==> src/atcb_pkg.sv <==
`timescale 1ns / 1ps

package atcb_pkg;

    localparam int BUDGET_W = 16;
    localparam int MODE_W = 3;
    localparam int MIN_W = 11;
    localparam int ACTION_W = 2;
    localparam int WEIGHT_W = 8;
    localparam int CFG_INDEX_W = 2;
    localparam int CFG_DATA_W = 16;

    localparam logic [ACTION_W-1:0] ACT_REBOOT = 2'd0;
    localparam logic [ACTION_W-1:0] ACT_TASK = 2'd1;
    localparam logic [ACTION_W-1:0] ACT_COMMIT = 2'd2;

    localparam logic [MODE_W-1:0] MODE_NONE = 3'd0;
    localparam logic [MODE_W-1:0] MODE_SLOW = 3'd1;
    localparam logic [MODE_W-1:0] MODE_FAST = 3'd2;
    localparam logic [MODE_W-1:0] MODE_VALLEY = 3'd3;
    localparam logic [MODE_W-1:0] MODE_FAST_AWARE = 3'd4;
    localparam logic [MODE_W-1:0] MODE_VALLEY_AWARE = 3'd5;

    localparam logic [CFG_INDEX_W-1:0] REG_ADAPT_MODE = 2'd0;
    localparam logic [CFG_INDEX_W-1:0] REG_TARGET_FLOOR = 2'd1;
    localparam logic [CFG_INDEX_W-1:0] REG_MAX_TARGET = 2'd2;

    localparam logic [MODE_W-1:0] RESET_MODE = MODE_FAST;
    localparam logic [MIN_W-1:0] RESET_TARGET_FLOOR = 11'd2;
    localparam logic [BUDGET_W-1:0] RESET_MAX_TARGET = 16'h0400;
    localparam logic [BUDGET_W-1:0] RESET_TARGET = 16'd1;
    localparam logic [BUDGET_W-1:0] RESET_RUNNING = 16'd0;
    localparam logic [BUDGET_W-1:0] RESET_HISTORY = 16'd10;

    typedef struct packed {
        logic [BUDGET_W-1:0] target;
        logic [BUDGET_W-1:0] running;
        logic [BUDGET_W-1:0] history;
    } budget_state_t;

    typedef struct packed {
        logic [MODE_W-1:0] mode;
        logic [MIN_W-1:0] target_floor;
        logic [BUDGET_W-1:0] max_target;
    } budget_cfg_t;

endpackage

==> src/atcb_update.sv <==
`timescale 1ns / 1ps

module atcb_update
    import atcb_pkg::*;
(
    input  budget_state_t       state,
    input  budget_cfg_t         cfg,
    input  logic [ACTION_W-1:0] action,
    input  logic [WEIGHT_W-1:0] task_weight,
    output budget_state_t       state_next,
    output logic                due
);

    logic                is_fast;
    logic                is_valley;
    logic                is_aware;
    logic [BUDGET_W-1:0] step;
    logic [BUDGET_W-1:0] half_history_plus;
    logic [BUDGET_W-1:0] min_ext;
    logic [BUDGET_W-1:0] valley_half;
    logic [BUDGET_W:0]   commit_target;
    logic [BUDGET_W-1:0] running_sum;

    always_comb
    begin
        is_fast = (cfg.mode == MODE_FAST) || (cfg.mode == MODE_FAST_AWARE);
        is_valley = (cfg.mode == MODE_VALLEY) || (cfg.mode == MODE_VALLEY_AWARE);
        is_aware = (cfg.mode == MODE_FAST_AWARE) || (cfg.mode == MODE_VALLEY_AWARE);
        step = is_aware ? {{(BUDGET_W-WEIGHT_W){1'b0}}, task_weight}
                        : {{(BUDGET_W-1){1'b0}}, 1'b1};
        half_history_plus = (state.history >> 1) + {{(BUDGET_W-1){1'b0}}, 1'b1};
        min_ext = {{(BUDGET_W-MIN_W){1'b0}}, cfg.target_floor};
        valley_half = state.target >> 1;
        running_sum = state.running + step;

        // Candidate target for a commit, one bit wider so that slow mode can overflow.
        commit_target = {1'b0, state.target};
        if (cfg.mode == MODE_SLOW)
        begin
            commit_target = {1'b0, state.target} + {{BUDGET_W{1'b0}}, 1'b1};
        end
        else if (is_fast)
        begin
            commit_target = {1'b0, half_history_plus};
        end
        else if (is_valley)
        begin
            if (state.target > min_ext)
            begin
                commit_target = (valley_half < min_ext) ? {1'b0, min_ext}
                                                        : {1'b0, valley_half};
            end
        end
        if (commit_target > {1'b0, cfg.max_target})
        begin
            commit_target = {1'b0, cfg.max_target};
        end

        state_next = state;
        due = 1'b0;
        case (action)
            ACT_REBOOT:
            begin
                if (cfg.mode == MODE_SLOW)
                begin
                    if (state.target > {{(BUDGET_W-1){1'b0}}, 1'b1})
                    begin
                        state_next.target = state.target - {{(BUDGET_W-1){1'b0}}, 1'b1};
                    end
                end
                else if (is_fast || is_valley)
                begin
                    state_next.target = half_history_plus;
                end
                state_next.history = '0;
                state_next.running = '0;
            end
            ACT_TASK:
            begin
                state_next.running = running_sum;
                state_next.history = state.history + step;
                due = (running_sum >= state.target);
            end
            ACT_COMMIT:
            begin
                state_next.target = commit_target[BUDGET_W-1:0];
                state_next.running = '0;
            end
            default:
            begin
                state_next = state;
            end
        endcase
    end

endmodule

==> src/adaptive_task_coalescing_budget.sv <==
`timescale 1ns / 1ps

// Adaptive coalescing budget controller. Each input word is one event (reboot, task done with
// its weight, or commit done) and produces exactly one output word carrying commit_due and the
// target, running and history budgets after that event. An accepted word is held in an input
// register and is processed in the single cycle in which it moves to the output register, so
// the block takes one word per clock; only the output stall slows it down. Users must write
// configuration via the write port while no word is in flight; the block does not enforce it.

module adaptive_task_coalescing_budget
    import atcb_pkg::*;
(
    input  logic                   clk,
    input  logic                   rst_n,
    input  logic                   cfg_write,
    input  logic [CFG_INDEX_W-1:0] cfg_index,
    input  logic [CFG_DATA_W-1:0]  cfg_data,
    input  logic                   in_valid,
    output logic                   in_stall,
    input  logic [ACTION_W-1:0]    action,
    input  logic [WEIGHT_W-1:0]    task_weight,
    output logic                   out_valid,
    input  logic                   out_stall,
    output logic                   commit_due,
    output logic [BUDGET_W-1:0]    target_now,
    output logic [BUDGET_W-1:0]    running_now,
    output logic [BUDGET_W-1:0]    history_now
);

    budget_cfg_t         cfg_reg;
    budget_state_t       state_reg;
    budget_state_t       state_next;
    logic                due_next;

    logic                s1_valid_reg;
    logic [ACTION_W-1:0] s1_action_reg;
    logic [WEIGHT_W-1:0] s1_weight_reg;

    logic                out_valid_reg;
    logic                due_reg;
    budget_state_t       out_state_reg;

    logic                out_free;
    logic                advance;
    logic                in_accept;

    assign out_free = !out_valid_reg || !out_stall;
    assign advance = s1_valid_reg && out_free;
    assign in_stall = s1_valid_reg && !out_free;
    assign in_accept = in_valid && !in_stall;

    atcb_update u_update
    (
        .state       (state_reg),
        .cfg         (cfg_reg),
        .action      (s1_action_reg),
        .task_weight (s1_weight_reg),
        .state_next  (state_next),
        .due         (due_next)
    );

    always_ff @(posedge clk or negedge rst_n)
    begin
        if (!rst_n)
        begin
            cfg_reg.mode <= RESET_MODE;
            cfg_reg.target_floor <= RESET_TARGET_FLOOR;
            cfg_reg.max_target <= RESET_MAX_TARGET;
        end
        else if (cfg_write)
        begin
            unique case (cfg_index)
                REG_ADAPT_MODE: cfg_reg.mode <= cfg_data[MODE_W-1:0];
                REG_TARGET_FLOOR: cfg_reg.target_floor <= cfg_data[MIN_W-1:0];
                REG_MAX_TARGET: cfg_reg.max_target <= cfg_data[BUDGET_W-1:0];
                default: cfg_reg <= cfg_reg;
            endcase
        end
    end

    always_ff @(posedge clk or negedge rst_n)
    begin
        if (!rst_n)
        begin
            state_reg.target <= RESET_TARGET;
            state_reg.running <= RESET_RUNNING;
            state_reg.history <= RESET_HISTORY;
            s1_valid_reg <= 1'b0;
            out_valid_reg <= 1'b0;
        end
        else
        begin
            if (advance)
            begin
                state_reg <= state_next;
            end
            if (in_accept)
            begin
                s1_valid_reg <= 1'b1;
            end
            else if (advance)
            begin
                s1_valid_reg <= 1'b0;
            end
            if (out_free)
            begin
                out_valid_reg <= s1_valid_reg;
            end
        end
    end

    always_ff @(posedge clk)
    begin
        if (in_accept)
        begin
            s1_action_reg <= action;
            s1_weight_reg <= task_weight;
        end
        if (advance)
        begin
            due_reg <= due_next;
            out_state_reg <= state_next;
        end
    end

    assign out_valid = out_valid_reg;
    assign commit_due = due_reg;
    assign target_now = out_state_reg.target;
    assign running_now = out_state_reg.running;
    assign history_now = out_state_reg.history;

endmodule

==> config.mk <==
export PLATFORM = sky130hd
export DESIGN_NAME = adaptive_task_coalescing_budget
export DESIGN_NICKNAME = d
export VERILOG_FILES = /design/src/atcb_pkg.sv /design/src/atcb_update.sv /design/src/adaptive_task_coalescing_budget.sv
export SDC_FILE = /design/constraint.sdc
export NUM_CORES = 1
export LEC_CHECK = 0
export BUFFER_PORTS_ARGS = -buffer_cell sky130_fd_sc_hd__buf_2
export CORE_MARGIN = 1.5
export CORE_UTILIZATION = 45
export CTS_CLUSTER_DIAMETER = 150
export DETAILED_ROUTE_END_ITERATION = 8
export PLACE_DENSITY = 0.66
export REMOVE_ABC_BUFFERS = 1
export SYNTH_ARGS = -nofsm -noshare
export SYNTH_HDL_FRONTEND = slang
export SYNTH_HIERARCHICAL = 1
export SYNTH_SLANG_ARGS = --single-unit
==> constraint.sdc <==
create_clock -name clk -period 6.5 [get_ports clk]
set_input_delay 1.3 -clock clk [delete_from_list [all_inputs] [get_ports clk]]
set_output_delay 1.3 -clock clk [all_outputs]
set_load 0.02 [all_outputs]
Word-level counts from Yosys, hierarchy flattened
Cells that the tools add are included.
- $add $sub $neg: 5
- magnitude comparators: 5
- eq/ne operators: 9
- muxes and demuxes: 15
- reduce and logical (&&, ||, !) cells: 19
- operator list (kind ; number):
    16-bit case mux with 2 select lines ; 3
    17-bit 2-to-1 mux ; 4
    16-bit 2-to-1 mux ; 4
    16-bit adder ; 2
    16-bit by 1-bit adder with 17-bit output, second input constant ; 1
    17-bit by 16-bit greater-than comparator with 1-bit output ; 1
    15-bit by 1-bit adder with 16-bit output, second input constant ; 1
    16-bit greater-or-equal comparator ; 1
    16-bit by 1-bit greater-than comparator with 1-bit output, second input constant ; 1
    16-bit by 11-bit greater-than comparator with 1-bit output ; 1
    16-bit by 1-bit subtractor with 16-bit output, second input constant ; 1
    15-bit by 11-bit < comparator with 1-bit output ; 1
    15-bit 2-to-1 mux ; 1
    8-bit 2-to-1 mux ; 1
    3-bit by 2-bit equality test with 1-bit output, second input constant ; 2
    3-bit equality test, second input constant ; 2
    2-bit AND reduction ; 3
    1-bit logical OR ; 5
    2-bit by 1-bit equality test with 1-bit output, second input constant ; 2
    2-bit equality test, second input constant ; 2
    1-bit logical NOT ; 4
    2-bit logical NOT ; 2
    3-bit by 1-bit equality test with 1-bit output, second input constant ; 1
    1-bit logical AND ; 3
    other kinds (3) ; 4
- register bits after elaboration: 139
- input port bits: 33
- logic and storage cells: 67

Logic depth before layout (Yosys ltp)
Gate-level depths: netlist of the first run.
- depth in word-level cells: 9
- depth in mapped cells: 21
- depth with buffers taken out: 20

By module
The synthesis of the first run kept the hierarchy.
- modules (own cells, without submodules) (module ; times used ; cells each ; area each (µm²) ; sequential area each (µm²)):
    adaptive_task_coalescing_budget ; 1 ; 233 ; 4839.6 ; 3781.1
    atcb_update ; 1 ; 696 ; 4608.2 ; 0.0

Least setup slack after synthesis of the first run
Ideal clock, no wire load.
- kind: reg2reg
- from: reg state_reg[47] (netlist bit)
- to: reg state_reg[33] (netlist bit)
- arrival time: 4.858 ns
- required time: 6.375 ns
- setup slack: 1.517 ns
- stages on the path, launching flop included: 21
- path buffers: 4
- clock period less this slack: 4.983 ns
- cells stage by stage: dfrtp_1 buf_6 or4_4 buf_6 or4_4 and3_4 nand2_1 buf_2 o21ai_0 a21oi_1 ha_1 a211oi_1 o21bai_1 a2111oi_0 o31ai_1 a21oi_1 nor2_1 clkbuf_1 a221o_1 a21o_1 mux2_2
- RTL lines (element ; RTL line ; RTL):
    from (decl) ; adaptive_task_coalescing_budget.sv:31 ; budget_state_t state_reg;
    from (signal assigned) ; adaptive_task_coalescing_budget.sv:95 ; state_reg <= state_next;

==> results of run 1 <==
## worst reg2reg max path, cell delays in order (launching register included)
cell                        delay (ns)
sky130_fd_sc_hd__dfrtp_1          0.47
sky130_fd_sc_hd__or4_4            0.65
sky130_fd_sc_hd__or4_4            0.57
sky130_fd_sc_hd__and3_4           0.22
sky130_fd_sc_hd__nand2_1          0.31
sky130_fd_sc_hd__o21ai_0          0.15
sky130_fd_sc_hd__a21oi_1          0.18
sky130_fd_sc_hd__ha_1             0.27
sky130_fd_sc_hd__a211oi_1         0.24
sky130_fd_sc_hd__o21bai_1         0.14
sky130_fd_sc_hd__a2111oi_0        0.37
sky130_fd_sc_hd__o31ai_1          0.14
sky130_fd_sc_hd__a21oi_1          0.15
sky130_fd_sc_hd__buf_4            0.19
sky130_fd_sc_hd__nor2_1           0.23
sky130_fd_sc_hd__a221o_1          0.39
sky130_fd_sc_hd__a21o_1           0.17
sky130_fd_sc_hd__mux2_4           0.26
## worst paths after layout
| kind | cells after the start | start | end | slack, ns |
|---|---|---|---|---|
| setup / recovery | 17 | state_reg[45] | state_reg[44] | 1.30 |
| hold / removal | 1 | s1_valid_reg | out_valid | 0.48 |
| setup reg to reg | 17 | state_reg[45] | state_reg[44] | 1.30 |
| hold reg to reg | 1 | s1_valid_reg | out_valid | 0.48 |
| max in group asynchronous | 1 | rst_n | state_reg[13] | 4.76 |
| min in group asynchronous | 1 | rst_n | cfg_reg[20] | 1.06 |
## logic make-up (layout without fill, tap and decap cells)
group	count (synthesis)	in the layout	synth area share
and+or+nand+nor	237	237	0.126
adders and majority gates	75	75	0.101
AOI/OAI and AO/OA	226	226	0.158
muxes	94	94	0.114
DFF	139	139	0.400
xor gates and xnor gates	59	59	0.0547
buffers and inverters	99	176	0.0460
## stage by stage
step                      utilization  cells
after CTS                       0.520   1276
after floorplan                     -    883
after global placement          0.491   1244
after global routing            0.520   1276
final                           0.520   1276
after detailed placement        0.491   1244
## power by group
part           switching, W  internal, W
registers          0.000255      0.00112
logic               0.00102     0.000722
clock network      0.000419     0.000580
total               0.00169      0.00242
## per-layer routing
layer	GRT usage	vias to the layer above	wire length [µm]
li1	-	3561	-
met4	0.0876	0	643
met1	0.313	3631	11300
met3	0.0336	40	1170
met5	0	-	0
met2	0.363	254	11100
## placed cells by master (no fill, tap or decap), types with 6 or more instances in the layout
cell                         n
sky130_fd_sc_hd__a221o_1    13
sky130_fd_sc_hd__o21ai_0    58
sky130_fd_sc_hd__edfxtp_1   59
sky130_fd_sc_hd__dfstp_2     6
sky130_fd_sc_hd__and3_1      7
sky130_fd_sc_hd__or3_1       7
sky130_fd_sc_hd__nand3_1    24
sky130_fd_sc_hd__a31oi_1     6
sky130_fd_sc_hd__xor2_1     20
sky130_fd_sc_hd__mux2i_1    15
sky130_fd_sc_hd__clkbuf_16  17
sky130_fd_sc_hd__a21o_1     20
sky130_fd_sc_hd__and2_1     12
sky130_fd_sc_hd__o22ai_1    10
sky130_fd_sc_hd__nor4_1      6
sky130_fd_sc_hd__buf_4       9
sky130_fd_sc_hd__nand2b_1    9
sky130_fd_sc_hd__nor3_1     16
sky130_fd_sc_hd__a221oi_1   11
sky130_fd_sc_hd__buf_2      82
sky130_fd_sc_hd__dfrtp_1    74
sky130_fd_sc_hd__mux2_2     70
sky130_fd_sc_hd__ha_1       73
sky130_fd_sc_hd__xnor2_1    39
sky130_fd_sc_hd__inv_1      50
sky130_fd_sc_hd__a21oi_1    54
sky130_fd_sc_hd__o211ai_1    6
sky130_fd_sc_hd__mux2_4      9
sky130_fd_sc_hd__nand4_1    17
sky130_fd_sc_hd__nor2_1     67
sky130_fd_sc_hd__a211oi_1    9
sky130_fd_sc_hd__nand2_1    48
## cell type report
cell class / instances / area [µm²] / share of cell area
flip-flops and latches: 139 / 3780 / 0.356
multi-input cells: 691 / 5230 / 0.492
well taps: 270 / 338 / 0.0318
inverters: 53 / 199 / 0.0187
clock inverters: 15 / 178 / 0.0167
repair buffers: 91 / 478 / 0.0450
clock buffers: 17 / 425 / 0.0400
==> impl_results.md, run 1 <==
* Status: completed
* Total Die Area at ~0.022 mm²
* Top-area cell type share of the netlist area at 0.196
* Worst setup slack after layout at 1.30 ns
* Leakage Power at 4.69 nW
* Final GP Congestion at 0.941
* Count of mapped cells out of synthesis at 929
* CP max-delay cell: sky130_fd_sc_hd__or4_4
* Post-DR vias/cell at roughly 6
* Area of the mapped netlist at 0.00945 mm²
* ANT cells at 0
* Overall routing resource usage at 0.228
* CTS tree: yes
* Cells taking the most area after synthesis: sky130_fd_sc_hd__dfrtp_1 20%, sky130_fd_sc_hd__edfxtp_1 19%, sky130_fd_sc_hd__ha_1 9.7%
* Largest stage delay on the critical path at 0.65 ns
* Number of remaining DRC errors at 0
* Die extent in x at ~150 µm
* Skew-Pair Late Insertion Delay at 0.44 ns
* Total chip power at approximately 0.0041 W
* Arr. time, crit path at 5.51 ns
* CTS Buf Count at 17
* CP Cell Sequence: or4_4, or4_4, and3_4, nand2_1, o21ai_0, a21oi_1, ha_1, a211oi_1, o21bai_1, a2111oi_0, o31ai_1, a21oi_1, buf_4, nor2_1, a221o_1, a21o_1, mux2_4
* Critical Path RT at 6.81 ns
* Router iterations before antenna repair at 5
* FF+latch count, synth at roughly 140
* Max-cap viol count at 0
* Most instantiated library cell after synthesis: sky130_fd_sc_hd__dfrtp_1
* Period utilisation layout at 0.799
* Std-Cell Core Area at 0.0204 mm²
* Final hold violations at 0
* GRT overflow at 0
* Power density of the placed cells at 387 mW/mm²
* Most instantiated flip-flop cell in the synthesis netlist: sky130_fd_sc_hd__dfrtp_1
* Warnings, synthesis at 6
* Unrepaired setup endpoints after global routing: no
* Maximum number of pins on one net before global-route repair at just over 80
* Total cell area at the placement stage at about 0.01 mm²
* Wire length per cell at 19.0 µm
* Relative max-transition margin at 0.295
* Total Nets Final at 1101
* Global-route wire length before repair at just under 40000 µm
* Path class of the lowest-slack min-delay path: reg -> reg
* Vias in the first global route at 7196
* Max reg flops at 48
* Async set or reset register ratio after synthesis at 0.576
* Final count of negative-setup-slack endpoints at 0
* DRT Wirelength at 24200 µm
* Antenna viol nets, final at 0
* Final instance area at 0.0106 mm²
* Antenna violations before repair at 0
* Area growth from synthesis to final layout at 12.5%
* Highest attainable clock frequency at 0.192 GHz
* Root cell of the clock tree: sky130_fd_sc_hd__clkbuf_16
* Effective utilization at floorplan at 0.462
* Vias after detailed routing at 7486
* Height of the die at 148 µm
* Pre-CTS worst setup slack at 1.42 ns
* Syn_area_per_cell at approximately 10 µm²
* Port Buffer Count at 83
* Clock Sink Count at roughly 140
* Max-slew violation count at 0
* Number of filler cells placed in the layout at 1914
* Hold buffer count at cts at 0
* Largest driver fanout on the critical path at 11
* Deepest level of the CTS H-tree at 4
* Sequential cell area fraction in the yosys report at 0.400
* Post-cts gate resize count at 0
* Ratio of cells with drive above 1 in the final layout at 0.221
* Placed wire-length estimate at 17500 µm
* Synth area leader: sky130_fd_sc_hd__dfrtp_1
* Critical path's top delay family: simple AND/OR/NAND/NOR gates
* Critical Path Sink Type: register
* Ranking of synthesized cells by instance count: 74 x sky130_fd_sc_hd__dfrtp_1, 73 x sky130_fd_sc_hd__ha_1, 70 x sky130_fd_sc_hd__mux2_2, 67 x sky130_fd_sc_hd__nor2_1, 59 x sky130_fd_sc_hd__edfxtp_1
* Setup TNS at 0 ns
* Worst Setup Path Type: reg -> reg
* Shortest period the worst path allows at a little over 5 ns
* Clock-pin slew reported for the worst setup and hold paths after clock tree synthesis at 0.07 ns
* Sort of element at the start of the critical path: register
* Standard-cell row count at 52
* Number of synthesized flops with an enable pin at 59
* Post-CTS setup buffer count at 0
* Number of buffers on the longest clock path at 2
* Final hold slack at 0.480 ns
* Sum of buffers and inverters on the critical path at 1
* VDD IR max at 0.000173 V
* Worst setup skew after layout at about 0.014 ns
* I/O pin count at between 80 and 90
* Post-synthesis cell type count at 68
* Number of DRC violations after detailed-routing iteration 0 at 566
* Measured slew at the worst slew-check pin at 1.06 ns
Note: power is estimated with default switching activity, not from simulation.
==> run 2: changes to the inputs <==
--- a/config.mk
+++ b/config.mk
@@ -10,7 +10,7 @@
 export CORE_UTILIZATION = 45
 export CTS_CLUSTER_DIAMETER = 150
 export DETAILED_ROUTE_END_ITERATION = 8
-export PLACE_DENSITY = 0.66
+export PLACE_DENSITY = 0.68
 export REMOVE_ABC_BUFFERS = 1
 export SYNTH_ARGS = -nofsm -noshare
 export SYNTH_HDL_FRONTEND = slang
==> constraint.sdc (replaced) <==
create_clock -name clk -period 4.2 [get_ports clk]
set_input_delay 0.84 -clock clk [delete_from_list [all_inputs] [get_ports clk]]
set_output_delay 0.84 -clock clk [all_outputs]
set_load 0.02 [all_outputs]
==> run 2 against run 1 <==
The flow now finishes with violations (negative setup slack). Maximum frequency up 11%. Utilization up 7.2 points. Critical path depth up 3. Clock-buffer cell count up 1. Design area up 14%. Sequential share of layout area down 4.3 points. Register-to-register slack worse by 1.8 ns. Critical path type unchanged. Critical endpoint is now state_reg[43]. Largest cell class unchanged. Largest power group unchanged.
==> impl_results.md, run 2 (same netlist as run 1, synthesis figures left out) <==
* VDD IR max at approximately 0.00033 V
* Number of remaining DRC errors at 0
* Die extent in x at 148 µm
* Power density of the placed cells at 633 mW/mm²
* Overall routing resource usage at 0.243
* Max reg flops at 48
* Standard-cell row count at 52
* Largest stage delay on the critical path at 0.54 ns
* Period utilisation layout at 1.11
* CP max-delay cell: sky130_fd_sc_hd__dfstp_2
* CP Cell Sequence: inv_2, ha_4, nor2b_1, o211ai_1, a211oi_1, or3_4, a21oi_4, a211o_1, a21oi_2, ha_1, a211oi_2, o21bai_2, a2111oi_4, o31ai_4, a21oi_4, buf_4, buf_6, nor2_4, a221o_1, mux2_4
* Largest driver fanout on the critical path at 6
* Maximum number of pins on one net before global-route repair at 81
* Cell Count Post-Placement at 1351
* Crit-path most repeated cell: sky130_fd_sc_hd__a21oi_4
* Number of buffers on the longest clock path at 2
* Antenna violations before repair at 0
* Placed wire-length estimate at 19000 µm
* Setup TNS at -11.11 ns
* Max-slew violation count at 0
* Sort of element at the start of the critical path: register
* CTS Buf Count at 17
* Worst setup slack after layout at -0.464 ns
* Worst hold path endpoint: out_valid
* Router iterations before antenna repair at 5
* Vias in the first global route at between 7k and 8k
* Global-route wire length before repair at 41500 µm
* Final hold violations at 0
* Final count of negative-setup-slack endpoints at 32
* Critical Path Sink Type: register
* Skew-Pair Late Insertion Delay at 0.42 ns
* Wire length per cell at 18.9 µm
* Number of DRC violations after detailed-routing iteration 0 at 715
* Clock Sink Count at around 140
* Cells on worst reg2reg path at 20
* Post-route insts no fill at between 1k and 1.5k
* GRT overflow at 0
* Std-Cell Core Area at 0.0204 mm²
* Effective utilization at floorplan at 0.462
* Leading cell type in the layout, fill and taps excluded: sky130_fd_sc_hd__buf_4
* Ratio of cells with drive above 1 in the final layout at 0.353
* I/O pin count at 84
* Total Nets Final at 1238
* Vias after detailed routing at 8175
* Final core utilization at 0.592
* Cells on Worst Hold Path at 1
* Port Buffer Count at 83
* Min-Delay Startpoint: s1_valid_reg
* Startpoint of the lowest-slack register-to-register path: cfg_reg[17]
* Number of filler cells placed in the layout at 1719
* Critical Path RT at approximately 4.5 ns
* Area growth from synthesis to final layout at 28.0%
* Antenna viol nets, final at 0
* CTS tree: yes
* Max-cap viol count at 0
* Final hold slack at 0.479 ns
* Measured slew at the worst slew-check pin at 1.05 ns
* Height of the die at 148 µm
* Shortest period the worst path allows at about 4.7 ns
* ANT cells at 0
* Status: finished, violations left
* Leakage Power at 5.46 nW
* Relative max-transition margin at 0.303
* Worst setup skew after layout at slightly above 0.01 ns
* Arr. time, crit path at ~5.0 ns
* Worst Setup Path Type: reg -> reg
* Violations in the final reports: negative setup slack
* Commonest cells after routing, fill and taps aside: 131 x sky130_fd_sc_hd__buf_4, 82 x sky130_fd_sc_hd__buf_2, 74 x sky130_fd_sc_hd__dfrtp_1
* Post-DR vias/cell at 5.79
* Endpoint of the most critical register-to-register path: state_reg[43]
* Highest attainable clock frequency at 0.214 GHz
* Unrepaired setup endpoints after global routing: yes
* DRT Wirelength at 26800 µm
* Path class of the lowest-slack min-delay path: reg -> reg
* Total chip power at around 0.0077 W
* Worst setup slack for register-to-register paths at -0.46 ns
* Root cell of the clock tree: sky130_fd_sc_hd__clkbuf_16
* Final GP Congestion at 0.928
* Deepest level of the CTS H-tree at 4
* Clock-pin slew reported for the worst setup and hold paths after clock tree synthesis at around 0.06 ns
* Total Die Area at 0.0219 mm²
[run 2: worst max path at each step]
stage | start | endpoint | slack (ns) | cells past startpoint
final | cfg_reg[17] | state_reg[43] | -0.46 | 20
after global routing | state_reg[32] | state_reg[37] | -0.59 | 19
after floorplan | cfg_reg[28] | state_reg[47] | -0.81 | 16
after CTS | state_reg[47] | state_reg[44] | -0.23 | 16
after detailed placement | state_reg[45] | state_reg[44] | -0.55 | 18
after global placement | state_reg[45] | state_reg[34] | -0.38 | 19
[run 2: metrics by stage]
step,area [µm²],setup slack (ns)
after floorplan,9210,-0.809
after global placement,10800,-0.378
after detailed placement,10800,-0.547
after CTS,11800,-0.226
after global routing,12100,-0.586
final,12100,-0.464
[run 2: area by class of cell]
class / count / area (µm²) / share of cell area
timing repair buffer: 227 / 1580 / 0.131
clock buffer: 18 / 429 / 0.0355
tap: 270 / 338 / 0.0279
multi-input combinational: 692 / 5580 / 0.461
clock inverter: 14 / 184 / 0.0152
sequential: 139 / 3780 / 0.313
inverter: 53 / 199 / 0.0165
[run 2: report_power, final]
group	internal [W]	leakage (nW)	switching (W)	total [W]
registers	0.00173	1.59	0.000165	0.00190
logic	0.00195	3.58	0.00223	0.00418
clock network	0.000950	0.292	0.000629	0.00158
[run 2: repair_timing]
action	in CTS	in global routing
hold buffers	0	0
pin swaps	25	30
gates cloned	0	2
gates resized for setup	50	36
endpoints found under the setup margin	33	33
hold endpoints to repair	0	0
buffers inserted	13	15
[run 2: worst max-delay path, delay by kind of cell (launching register included)]
kind	cells	cell delay (ns)
adder cells (fa/ha/maj)	2	0.54
AO/OA/AOI/OAI	11	2.31
AND/OR/NAND/NOR	3	0.60
multiplexers	1	0.26
flip-flops	1	0.54
buffers and inverters	3	0.28
[run 2: per-layer routing]
metal / GRT usage / share of wire / vias up
li1: - / - / 3850
met1: 0.329 / 0.44 / 3946
met3: 0.0336 / 0.063 / 44
met5: 0 / 0 / -
met2: 0.401 / 0.48 / 335
met4: 0.0837 / 0.023 / 0
